<file path="src/hdl/lfds_pkg.sv">
// Shared constants, command/status types and letter helpers for the frequency scorer.
`timescale 1ns / 1ps

package lfds_pkg;

    localparam int MAX_LENGTH    = 65536;
    localparam int LEN_W         = $clog2(MAX_LENGTH + 1);
    localparam int NUM_LETTERS   = 26;
    localparam int LETTER_W      = $clog2(NUM_LETTERS);
    localparam int FRAC_W        = 16;
    localparam int Q_W           = FRAC_W + 1;
    localparam int STEP_W        = $clog2(FRAC_W);
    localparam int PEN_W         = 16;
    localparam int SCORE_W       = 32;
    localparam int ACC_W         = SCORE_W + 1;
    localparam logic [PEN_W-1:0] PENALTY_RESET = 16'd6554;

    localparam logic [7:0] CHAR_UPPER_A = 8'h41;
    localparam logic [7:0] CHAR_UPPER_Z = 8'h5A;
    localparam logic [7:0] CHAR_LOWER_A = 8'h61;
    localparam logic [7:0] CHAR_LOWER_Z = 8'h7A;
    localparam logic [7:0] CHAR_ZERO    = 8'h30;
    localparam logic [7:0] CHAR_NINE    = 8'h39;

    typedef struct packed {
        logic                absorb;
        logic                div_init;
        logic                div_step;
        logic                acc_load;
        logic                acc_add;
        logic                finish;
        logic [LETTER_W-1:0] letter_idx;
    } cmd_t;

    typedef struct packed {
        logic count_zero;
    } status_t;

    function automatic logic is_letter(input logic [7:0] b);
        return ((b >= CHAR_UPPER_A) && (b <= CHAR_UPPER_Z)) ||
               ((b >= CHAR_LOWER_A) && (b <= CHAR_LOWER_Z));
    endfunction

    function automatic logic is_digit(input logic [7:0] b);
        return (b >= CHAR_ZERO) && (b <= CHAR_NINE);
    endfunction

    // Both cases sit at 0x01..0x1A in the low five bits.
    function automatic logic [LETTER_W-1:0] letter_index(input logic [7:0] b);
        return LETTER_W'(b[4:0] - 5'd1);
    endfunction

    // Expected English letter frequency, Q0.16.
    function automatic logic [FRAC_W-1:0] exp_freq(input logic [LETTER_W-1:0] idx);
        logic [FRAC_W-1:0] e;
        case (idx)
            5'd0:    e = 16'd5322;
            5'd1:    e = 16'd976;
            5'd2:    e = 16'd1776;
            5'd3:    e = 16'd2831;
            5'd4:    e = 16'd7877;
            5'd5:    e = 16'd1507;
            5'd6:    e = 16'd1330;
            5'd7:    e = 16'd3880;
            5'd8:    e = 16'd4791;
            5'd9:    e = 16'd66;
            5'd10:   e = 16'd452;
            5'd11:   e = 16'd2608;
            5'd12:   e = 16'd1710;
            5'd13:   e = 16'd4555;
            5'd14:   e = 16'd5033;
            5'd15:   e = 16'd1193;
            5'd16:   e = 16'd72;
            5'd17:   e = 16'd3945;
            5'd18:   e = 16'd4116;
            5'd19:   e = 16'd5964;
            5'd20:   e = 16'd1887;
            5'd21:   e = 16'd727;
            5'd22:   e = 16'd1370;
            5'd23:   e = 16'd111;
            5'd24:   e = 16'd1383;
            5'd25:   e = 16'd46;
            default: e = '0;
        endcase
        return e;
    endfunction

endpackage

</file>
<file path="src/hdl/lfds_ctrl.sv">
// Controller: byte intake, per-letter divide/accumulate sequencing and result handoff.
`timescale 1ns / 1ps

module lfds_ctrl (
    input  logic             aclk,
    input  logic             aresetn,
    input  logic             s_valid,
    input  logic             s_last_byte,
    output logic             s_ready,
    output logic             m_valid,
    input  logic             m_ready,
    input  lfds_pkg::status_t status,
    output lfds_pkg::cmd_t    cmd
);
    import lfds_pkg::*;

    typedef enum logic [4:0] {
        S_ACCEPT   = 5'b00001,
        S_INIT     = 5'b00010,
        S_DIV      = 5'b00100,
        S_ACC      = 5'b01000,
        S_WAIT_OUT = 5'b10000
    } state_t;

    state_t              state_reg, state_next;
    logic [LETTER_W-1:0] idx_reg, idx_next;
    logic [STEP_W-1:0]   step_reg, step_next;
    logic                out_valid_reg, out_valid_next;

    always_comb begin
        state_next = state_reg;
        idx_next   = idx_reg;
        step_next  = step_reg;
        cmd        = '0;
        cmd.letter_idx = idx_reg;
        s_ready    = 1'b0;
        case (state_reg)
            S_ACCEPT: begin
                s_ready = 1'b1;
                if (s_valid) begin
                    cmd.absorb = 1'b1;
                    if (s_last_byte) begin
                        idx_next   = '0;
                        state_next = S_INIT;
                    end
                end
            end
            S_INIT: begin
                cmd.div_init = 1'b1;
                cmd.acc_load = (idx_reg == '0);
                step_next    = '0;
                // an empty bin has quotient zero: skip the divide
                state_next   = status.count_zero ? S_ACC : S_DIV;
            end
            S_DIV: begin
                cmd.div_step = 1'b1;
                step_next    = step_reg + 1'b1;
                if (step_reg == STEP_W'(FRAC_W - 1)) begin
                    state_next = S_ACC;
                end
            end
            S_ACC: begin
                cmd.acc_add = 1'b1;
                if (idx_reg == LETTER_W'(NUM_LETTERS - 1)) begin
                    state_next = S_WAIT_OUT;
                end else begin
                    idx_next   = idx_reg + 1'b1;
                    state_next = S_INIT;
                end
            end
            S_WAIT_OUT: begin
                // hold until the output slot is free
                if (!out_valid_reg || m_ready) begin
                    cmd.finish = 1'b1;
                    state_next = S_ACCEPT;
                end
            end
            default: begin
                state_next = S_ACCEPT;
            end
        endcase
    end

    always_comb begin
        if (cmd.finish) begin
            out_valid_next = 1'b1;
        end else if (m_ready) begin
            out_valid_next = 1'b0;
        end else begin
            out_valid_next = out_valid_reg;
        end
    end

    assign m_valid = out_valid_reg;

    always_ff @(posedge aclk) begin
        if (!aresetn) begin
            state_reg     <= S_ACCEPT;
            idx_reg       <= '0;
            step_reg      <= '0;
            out_valid_reg <= 1'b0;
        end else begin
            state_reg     <= state_next;
            idx_reg       <= idx_next;
            step_reg      <= step_next;
            out_valid_reg <= out_valid_next;
        end
    end

endmodule

</file>
<file path="src/hdl/lfds_dp.sv">
// Datapath: histogram, length and penalty counters, radix-2 divider, score accumulator.
`timescale 1ns / 1ps

module lfds_dp (
    input  logic                         aclk,
    input  logic                         aresetn,
    input  logic                         cfg_wr_en,
    input  logic [lfds_pkg::PEN_W-1:0]   cfg_wr_data,
    input  logic [7:0]                   s_text_byte,
    input  lfds_pkg::cmd_t               cmd,
    output lfds_pkg::status_t            status,
    output logic [lfds_pkg::SCORE_W-1:0] m_score,
    output logic                         m_score_saturated
);
    import lfds_pkg::*;

    logic [LEN_W-1:0]   counts_reg [NUM_LETTERS];
    logic [LEN_W-1:0]   counts_next [NUM_LETTERS];
    logic [LEN_W-1:0]   len_reg, len_next;
    logic [SCORE_W-1:0] pen_sum_reg, pen_sum_next;
    logic               sat_reg, sat_next;
    logic [PEN_W-1:0]   penalty_reg;
    logic [LEN_W-1:0]   rem_reg, rem_next;
    logic [Q_W-1:0]     quo_reg, quo_next;
    logic [ACC_W-1:0]   acc_reg, acc_next;
    logic [SCORE_W-1:0] score_reg;
    logic               score_sat_reg;

    logic [LEN_W-1:0]   sel_count;
    logic [SCORE_W:0]   pen_add;
    logic [LEN_W:0]     rem_dbl;
    logic [Q_W-1:0]     exp_q;
    logic [Q_W-1:0]     diff;

    assign sel_count         = counts_reg[cmd.letter_idx];
    assign status.count_zero = (sel_count == '0);
    assign pen_add           = {1'b0, pen_sum_reg} + (SCORE_W + 1)'(penalty_reg);
    assign rem_dbl           = {rem_reg, 1'b0};
    assign exp_q             = {1'b0, exp_freq(cmd.letter_idx)};
    assign diff              = (quo_reg >= exp_q) ? (quo_reg - exp_q) : (exp_q - quo_reg);

    // histogram, length and penalty
    always_comb begin
        counts_next  = counts_reg;
        len_next     = len_reg;
        pen_sum_next = pen_sum_reg;
        sat_next     = sat_reg;
        if (cmd.absorb) begin
            if (len_reg == LEN_W'(MAX_LENGTH)) begin
                // drop bytes past the length limit
                sat_next = 1'b1;
            end else begin
                len_next = len_reg + 1'b1;
                if (is_letter(s_text_byte)) begin
                    counts_next[letter_index(s_text_byte)] =
                        counts_reg[letter_index(s_text_byte)] + 1'b1;
                end else if (!is_digit(s_text_byte)) begin
                    if (pen_add[SCORE_W]) begin
                        pen_sum_next = '1;
                        sat_next     = 1'b1;
                    end else begin
                        pen_sum_next = pen_add[SCORE_W-1:0];
                    end
                end
            end
        end
        if (cmd.finish) begin
            for (int i = 0; i < NUM_LETTERS; i++) begin
                counts_next[i] = '0;
            end
            len_next     = '0;
            pen_sum_next = '0;
            sat_next     = 1'b0;
        end
    end

    // restoring division of count * 2^FRAC_W by the length, one bit per step
    always_comb begin
        rem_next = rem_reg;
        quo_next = quo_reg;
        if (cmd.div_init) begin
            if (sel_count == len_reg) begin
                rem_next = '0;
                quo_next = Q_W'(1);
            end else begin
                rem_next = sel_count;
                quo_next = '0;
            end
        end else if (cmd.div_step) begin
            if (rem_dbl >= {1'b0, len_reg}) begin
                rem_next = LEN_W'(rem_dbl - {1'b0, len_reg});
                quo_next = {quo_reg[Q_W-2:0], 1'b1};
            end else begin
                rem_next = rem_dbl[LEN_W-1:0];
                quo_next = {quo_reg[Q_W-2:0], 1'b0};
            end
        end
    end

    always_comb begin
        acc_next = acc_reg;
        if (cmd.acc_load) begin
            acc_next = {1'b0, pen_sum_reg};
        end else if (cmd.acc_add) begin
            acc_next = acc_reg + ACC_W'(diff);
        end
    end

    always_ff @(posedge aclk) begin
        if (!aresetn) begin
            for (int i = 0; i < NUM_LETTERS; i++) begin
                counts_reg[i] <= '0;
            end
            len_reg     <= '0;
            pen_sum_reg <= '0;
            sat_reg     <= 1'b0;
            penalty_reg <= PENALTY_RESET;
        end else begin
            counts_reg  <= counts_next;
            len_reg     <= len_next;
            pen_sum_reg <= pen_sum_next;
            sat_reg     <= sat_next;
            if (cfg_wr_en) begin
                penalty_reg <= cfg_wr_data;
            end
        end
    end

    always_ff @(posedge aclk) begin
        rem_reg <= rem_next;
        quo_reg <= quo_next;
        acc_reg <= acc_next;
        if (cmd.finish) begin
            score_reg     <= acc_reg[SCORE_W] ? '1 : acc_reg[SCORE_W-1:0];
            score_sat_reg <= sat_reg | acc_reg[SCORE_W];
        end
    end

    assign m_score           = score_reg;
    assign m_score_saturated = score_sat_reg;

endmodule

</file>
<file path="src/hdl/letter_frequency_distance_scorer.sv">
// Top level of the letter frequency distance scorer: controller, datapath and checks.
// Throughput: a byte that is not last is taken every cycle.
// Scoring: after the last byte, each letter passes through an init and an accumulate state,
//   with the divider steps between them when that letter occurred, then the result waits
//   for a free output slot; no byte is taken while a string is scored.
// Reset (aresetn low, synchronous): histogram, length, penalty sum and output valid cleared;
//   the penalty register returns to 6554 (0.1 in Q0.16).
`timescale 1ns / 1ps

module letter_frequency_distance_scorer (
    input  logic                         aclk,
    input  logic                         aresetn,
    input  logic                         cfg_wr_en,
    input  logic [lfds_pkg::PEN_W-1:0]   cfg_wr_data,
    input  logic                         s_valid,
    output logic                         s_ready,
    input  logic [7:0]                   s_text_byte,
    input  logic                         s_last_byte,
    output logic                         m_valid,
    input  logic                         m_ready,
    output logic [lfds_pkg::SCORE_W-1:0] m_score,
    output logic                         m_score_saturated
);
    import lfds_pkg::*;

    cmd_t    cmd;
    status_t status;

    lfds_ctrl u_ctrl (
        .aclk        (aclk),
        .aresetn     (aresetn),
        .s_valid     (s_valid),
        .s_last_byte (s_last_byte),
        .s_ready     (s_ready),
        .m_valid     (m_valid),
        .m_ready     (m_ready),
        .status      (status),
        .cmd         (cmd)
    );

    lfds_dp u_dp (
        .aclk              (aclk),
        .aresetn           (aresetn),
        .cfg_wr_en         (cfg_wr_en),
        .cfg_wr_data       (cfg_wr_data),
        .s_text_byte       (s_text_byte),
        .cmd               (cmd),
        .status            (status),
        .m_score           (m_score),
        .m_score_saturated (m_score_saturated)
    );

`ifndef ASSERT_OFF
    // never overwrite a result that has not been taken
    a_finish_free_slot: assert property (@(posedge aclk) disable iff (!aresetn)
        cmd.finish |-> (!m_valid || m_ready))
        else $error("result loaded while output slot busy");

    // a last item closes intake until its score is out
    a_last_closes_intake: assert property (@(posedge aclk) disable iff (!aresetn)
        (s_valid && s_ready && s_last_byte) |=> !s_ready)
        else $error("intake open after last item");

    // divider steps and byte intake never overlap
    a_no_absorb_in_divide: assert property (@(posedge aclk) disable iff (!aresetn)
        (cmd.div_step || cmd.acc_add) |-> !s_ready)
        else $error("intake open during scoring");

    // a finished result shows on the output next cycle
    a_finish_shows: assert property (@(posedge aclk) disable iff (!aresetn)
        cmd.finish |=> m_valid)
        else $error("result not presented after load");
`endif

endmodule

</file>
<file path="config.mk">
export PLATFORM = sky130hd
export DESIGN_NAME = letter_frequency_distance_scorer
export DESIGN_NICKNAME = d
export VERILOG_FILES = /design/src/hdl/lfds_pkg.sv /design/src/hdl/lfds_ctrl.sv /design/src/hdl/lfds_dp.sv /design/src/hdl/letter_frequency_distance_scorer.sv
export SDC_FILE = /design/constraint.sdc
export NUM_CORES = 2
export LEC_CHECK = 0
export ABC_CLOCK_PERIOD_IN_PS = 14300
export BUFFER_PORTS_ARGS = -buffer_cell sky130_fd_sc_hd__buf_2
export CELL_PAD_IN_SITES_DETAIL_PLACEMENT = 1
export CELL_PAD_IN_SITES_GLOBAL_PLACEMENT = 2
export CORE_MARGIN = 5
export CORE_UTILIZATION = 40
export CTS_CLUSTER_DIAMETER = 200
export DETAILED_ROUTE_END_ITERATION = 12
export GPL_ROUTABILITY_DRIVEN = 0
export GPL_TIMING_DRIVEN = 0
export PLACE_DENSITY = 0.77
export SKIP_LAST_GASP = 1
export SLEW_MARGIN = 20
export SYNTH_ARGS = -nofsm -noshare
export SYNTH_HDL_FRONTEND = slang
export SYNTH_SLANG_ARGS = --single-unit
</file>
<file path="constraint.sdc">
create_clock -name aclk -period 14.3 [get_ports aclk]
set_clock_uncertainty 0.2 [all_clocks]
set_input_delay 1.43 -clock aclk [delete_from_list [all_inputs] [get_ports aclk]]
set_output_delay 1.43 -clock aclk [all_outputs]
set_load 0.005 [all_outputs]
</file>
; ---- After elaboration in Yosys (flattened, before gate mapping)
; Memories as Yosys holds them, arrays and structs flattened. A register that Yosys moved wholly into a read port is not among the register bits.
; Index checks and enable logic that the tools add are counted.
[totals]
wordCells = 157
regBits = 623
output_inout_bits = 35
romBits = 416
in_bits = 30
memories = 1
[op_classes]
n_reduce_logical = 22
order_cmp = 11
n_addsub = 10
n_eq_ne = 16
muxes = 50
bitwise_logic = 7
[mem_list]
columns = memory, words, word_bits, read_ports, rd_ports_with_merged_regs, write_ports, line
row1 = (no name shown), 32, 13, 1, 1, 0, lfds_pkg.sv:56  ; case (idx)
[ops]
columns = operator, n
row1 = $bwmux 442, 1
row2 = $mux 17, 12
row3 = $bmux 17 s5, 2
row4 = $mux 32, 3
row5 = $demux 17 s5, 1
row6 = $mux 5, 10
row7 = $add 17x1->17 const B, 2
row8 = $add 32x16->33, 1
row9 = $add 33x17->33, 1
row10 = $pmux 5 s5, 1
row11 = $ge 18x17->1, 1
row12 = $eq 17x17->1, 1
row13 = $eq 17x17->1 const B, 1
row14 = $ge 17x16->1, 1
row15 = $logic_not 17->1, 1
row16 = $mux 1, 17
row17 = $sub 16x17->17, 1
row18 = $sub 17x16->17, 1
row19 = $sub 17x17->17, 1
row20 = $ge 8x7->1 const B, 2
row21 = $le 8x7->1 const B, 2
row22 = $reduce_and 4->1, 4
row23 = $ge 6x6->1 const B, 2
row24 = $not 5->6, 2
row25 = 27 further kinds, 45

; ---- Longest topological paths before layout
[logic_depth]
word_depth = 7
mapped_depth = 26
depth_no_buf = 21

; ---- By module
; Synthesis repeated with hierarchy kept, for this count alone.
[hier_totals]
cells_unflattened = 4330
hier_area_um2 = 38072.8
[modules_own_cells]
columns = module, instances, cells_each, area_each_um2, seq_area_each_um2
row1 = lfds_dp, 1, 4223, 37138.1, 13162.6
row2 = lfds_ctrl, 1, 107, 934.6, 300.3

; ---- Worst setup path after synthesis
; Ideal clock, no wire load.
[synth_timing]
kind = in2reg
startpoint = input s_text_byte[0]
endpoint = register u_dp.counts_reg[180] (netlist name)
required_time_ps = 13968
setup_slack_ps = 7896
cell_stages = 24
setup_ps = 132
arrival_ps = 6072
path_buffers = 12
path_cell_list = buf_6 buf_12 buf_8 buf_12 buf_8 buf_8 buf_8 buf_6 inv_1 ha_1 nor2b_1 a311oi_1 or2_1 o22a_1 and4bb_2 clkbuf_1 buf_1 ha_1 nand3_1 or4_1 buf_2 buf_2 nand3_1 a21oi_1
[synth_between]
elab_chain_len = 7
elab_cells_between_ends = 20
classes_between = 2 x add/sub / 6 x order compare / 6 x mux / 1 x bitwise / 5 x reduce/logical
[synth_rtl]
columns = element, line
row1 = "start, declared", letter_frequency_distance_scorer.sv:17  ; input logic [7:0] s_text_byte,
row2 = $sub 5x1->5, lfds_pkg.sv:50  ; return LETTER_W'(b[4:0] - 5'd1);
row3 = $not 5->6 (not written as such), "lfds_dp.sv:55, lfds_dp.sv:56"
row4 = $bmux 17 s5 (tied with other cells), lfds_dp.sv:56  ; counts_reg[letter_index(s_text_byte)] + 1'b1;
row5 = $mux 17 (not written as such) or $logic_and 1x1->1 (tied branches), "lfds_dp.sv:56, lfds_dp.sv:55"
row6 = "$mux 17, on equally long branches", "lfds_dp.sv:56, lfds_dp.sv:55"
row7 = $add 17x1->17 or $demux 17 s5 (tied branches), "lfds_dp.sv:56, lfds_dp.sv:55"
row8 = $bwmux 442, lfds_dp.sv:55  ; counts_next[letter_index(s_text_byte)] =
row9 = "end signal, assigned", lfds_dp.sv:119  ; counts_reg <= counts_next;
row10 = "end, declared", lfds_dp.sv:17  ; logic [LEN_W-1:0] counts_reg [NUM_LETTERS];
; Parallel ways exist; a longest one is shown, timed or not. The select of a mux whose other input is x is not followed.
; A chain may end at the register's enable or synchronous reset.

; ---- Worst setup path in the final report
[layout_timing]
startpoint = input s_text_byte[0]
endpoint = register u_dp.counts_reg[38] (netlist name)
; The elaborated chain is that of the path after synthesis.

==> results.cfg <==
[timing]
rsz0062_at_grt = false
hold_slack_ps = 254
period_minus_slack_ps = 8990
final_max_slew_viol_count = 0
max_freq_ghz = 0.111
fin_setup_tns_ps = 0
period_share_pct = 62.9
tightest_slew_ps = 1240
hold_violations = 0
slew_headroom_pct = 17.2
finalSetupViolCount = 0

[die]
die_y_um = 317
ioPinCount = 65
dieArea_sq_mm = 0.101
core_sq_mm = 0.0935
fp.dieW_um = 317
start_util_pct = 40.4
rows = 112

[drt]
drt-met1-wl_mm = 69.5
antenna_left = 0
first_iter_violations = 3745
drc = 0
routed_wl_mm = 175
wl_met2_mm = 80.1
via_per_inst = 6.34
wl_met3_mm = 12.7
highest_layer = met5
wl_per_cell_um = 30.7
num_vias = 36122
firstDrtPassIters = 5

[synthesis]
synth-simple-area-share_pct = 23.5
synth-compound-area-share_pct = 13.8
synth.net_count = 4355
synth-xor-area-share_pct = 2.55
synth_area_leaders = dfxtp_1 28%, mux4_2 10%, edfxtp_1 7.9%
synth_cell_type_count = 102
syn_area_sq_mm = 0.0378
ys_seq_area_share_pct = 36.3
yosysTopAreaCell = dfxtp_1
ys_seq_elements = 636
synthMuxAreaShare_pct = 14.2
syn-instance-count = 4223
ys_async_sr_fraction_pct = 0
synth_top_area_share_pct = 28.5
synth_fa_ha_area_share_pct = 3.48
synth-edff-count = 99
avgSynthCellArea_sq_um = 8.94
yosys_most_used_dff = dfxtp_1
synth_top_family_by_area = simple AND/OR/NAND/NOR gates
yosys_warnings = 0

[power_and_ir_drop]
p_comb_share_pct = 17.1
total_power_mw = 4.99
swShare_pct = 30.5
ir_worst_vdd_mv = 0.0919
intPower_mw = 3.47
power_frac_clock_pct = 43.7
switchingPower_mw = 1.52
seqPwrFrac_pct = 39.2
p_per_area_mw_per_mm2 = 117
p_leak_nw = 15.0

[setup_path]
cp-start-kind = input port
max_stage_delay_ps = 1030
r2r_end = u_dp.acc_reg[20]$_DFFE_PP_
reg2reg_slack_ps = 7080
critical_path_required_ps = 14710
arrival_ps = 9400
endpoint_kind = flop
critPathSlowestCell = xnor2_1
cpMostUsedCell = buf_8
path_cells = buf_2 -> buf_6 -> buf_12 -> buf_8 -> buf_12 -> buf_8 -> buf_8 -> buf_8 -> buf_6 -> inv_1 -> ha_1 -> clkbuf_1 -> mux4_2 -> o22ai_1 -> and4bb_2 -> clkbuf_1 -> buf_1 -> ha_1 -> nand3_1 -> xnor2_1 -> clkbuf_1 -> nand2_1 -> a21oi_1
worst-path-max-fanout = 10
crit_type = input port to flop
reg2reg_from = u_dp.quo_reg[8]$_SDFFCE_PP0P_
rr_worst_depth = 21

[cells_and_area]
syn_to_final_growth_pct = 12.7
nets = 4506
num-fill-cells = 10843
design_area_sq_mm = 0.0425
final_util_pct = 45.5
final_layout_size_suffix_gt1_share_pct = 14.3
largest_reg_flops = 442

[placed_design]
placed_cell_area_sq_mm = 0.0398
port_buffers = 63
dp_hpwl_mm = 136

[clock_tree]
htreeDepth = 3
cts_resized = 0
cts_buffers = 80
clkTransAtPathRegs_ps = 60
cts_sinks = 636
insertion_delay_ps = 690
tritoncts = done
root_buffer = clkbuf_16
clockBufferDepth = 3
cts_setup_buffers = 0
ctsHoldBuffers = 0

[hold_path]
holdPathEnd = u_ctrl.step_reg[3]$_SDFFE_PN0P_
min-delay-start = u_ctrl.step_reg[3]$_SDFFE_PN0P_
hold_path.class = flop to flop
hold_depth = 1

[global_route]
grt_max_degree = 33
antenna_found_initial = 4
grt_pass1_vias = 35585
grtUsageTotal_pct = 33.9
grt_pass1_wl_mm = 251
globalRouteOverflowTotal = 0

[flow_run]
maxCapViolations = 0

[outcome]
outcome = finished, final reports clean
## worst max-delay path, delay by kind of cell
family,cells,cell delay [ps]
buf+inv,14,4400
xor+xnor,1,1030
simple gates,3,910
fa+ha+maj,2,880
mux,1,370
compound gates,2,290
## placed cells by master (no fill, tap or decap), types with 14 or more instances in the layout
cell type	count
clkbuf_16	81
nand3_1	496
ha_1	97
or4_1	109
nor3_1	44
nand4_1	153
nor2_1	204
a22oi_1	30
o21ai_0	158
o22ai_1	14
edfxtp_1	99
a21oi_1	328
a31oi_1	28
buf_2	181
o221ai_1	14
nand2b_1	17
mux4_2	172
o21ai_1	24
xnor2_1	78
and3_1	28
dfxtp_1	537
or3_1	33
a21o_1	30
nand2_1	515
and2_1	19
nor2b_1	34
buf_4	34
clkbuf_1	214
inv_1	85
a211oi_1	45
clkbuf_8	15
mux2i_1	102
xor2_1	32
or2_2	39
a221oi_1	21
## routing by layer
layer / up-vias / track usage (%)
li1: 16050 / -
met5: - / 0
met3: 464 / 6.08
met1: 18019 / 42.4
met4: 4 / 19.6
met2: 1585 / 55.3
## cell families (layout without fill, tap and decap cells)
kind of cell,Yosys count,count (layout)
AND/OR/NAND/NOR,1760,1760
XOR/XNOR,110,110
multiplexers,296,296
other,0,1
buffers and inverters,482,697
flip-flops,636,636
AO/OA/AOI/OAI,837,837
adder cells (fa/ha/maj),102,102
## power groups by stage
stage          clock, mW  sequential, mW  combinational, mW
2_1_floorplan          0            1.97              0.570
3_3_place_gp           0            1.99              0.825
3_5_place_dp           0            1.99              0.841
4_1_cts             2.19            1.95              0.846
5_1_grt             2.27            1.96              0.926
6_report            2.18            1.95              0.854
## metrics by stage
stage / setup slack, ps / instances
2_1_floorplan: 7900 / 4223
3_3_place_gp: 4990 / 5540
3_5_place_dp: 5000 / 5546
4_1_cts: 5660 / 5692
5_1_grt: 5270 / 5692
6_report: 5310 / 5693
## cell type report
type,count,area [sq um],area share [%]
Multi-Input combinational cell,3105,21700,51.1
Sequential cell,636,13700,32.3
Clock buffer,112,2290,5.39
Buffer,394,2020,4.74
Tap cell,1254,1570,3.69
Clock inverter,34,477,1.12
Timing Repair Buffer,69,400,0.941
Inverter,88,330,0.776
Antenna cell,1,2.50,0.00588
## cells in the mapped netlist, drive strengths merged (25+ instances only)
library cell / instances
dfxtp: 537
nand2: 516
nand3: 497
a21oi: 331
nor2: 206
clkbuf: 204
mux4: 186
o21ai: 183
buf: 177
nand4: 156
or4: 109
mux2i: 102
edfxtp: 99
ha: 97
inv: 86
xnor2: 78
a211oi: 46
nor3: 45
or2: 41
nor2b: 34
or3: 33
xor2: 32
a21o: 30
a22oi: 30
a31oi: 28
and3: 28
and2: 25
## worst max-delay path by stage
stage / to / slack, ps / cells after the start / start
after floorplan: u_dp.counts_reg[180]$_SDFFE_PP0P_ / 7900 / 24 / s_text_byte[0]
after global placement: u_dp.counts_reg[38]$_SDFFE_PP0P_ / 4990 / 25 / s_text_byte[0]
after detailed placement: u_dp.counts_reg[38]$_SDFFE_PP0P_ / 5000 / 23 / s_text_byte[0]
after CTS: u_dp.counts_reg[38]$_SDFFE_PP0P_ / 5660 / 23 / s_text_byte[0]
after global routing: u_dp.counts_reg[38]$_SDFFE_PP0P_ / 5270 / 23 / s_text_byte[0]
final: u_dp.counts_reg[38]$_SDFFE_PP0P_ / 5310 / 23 / s_text_byte[0]
No activity file was read; power rests on OpenSTA's default activity.
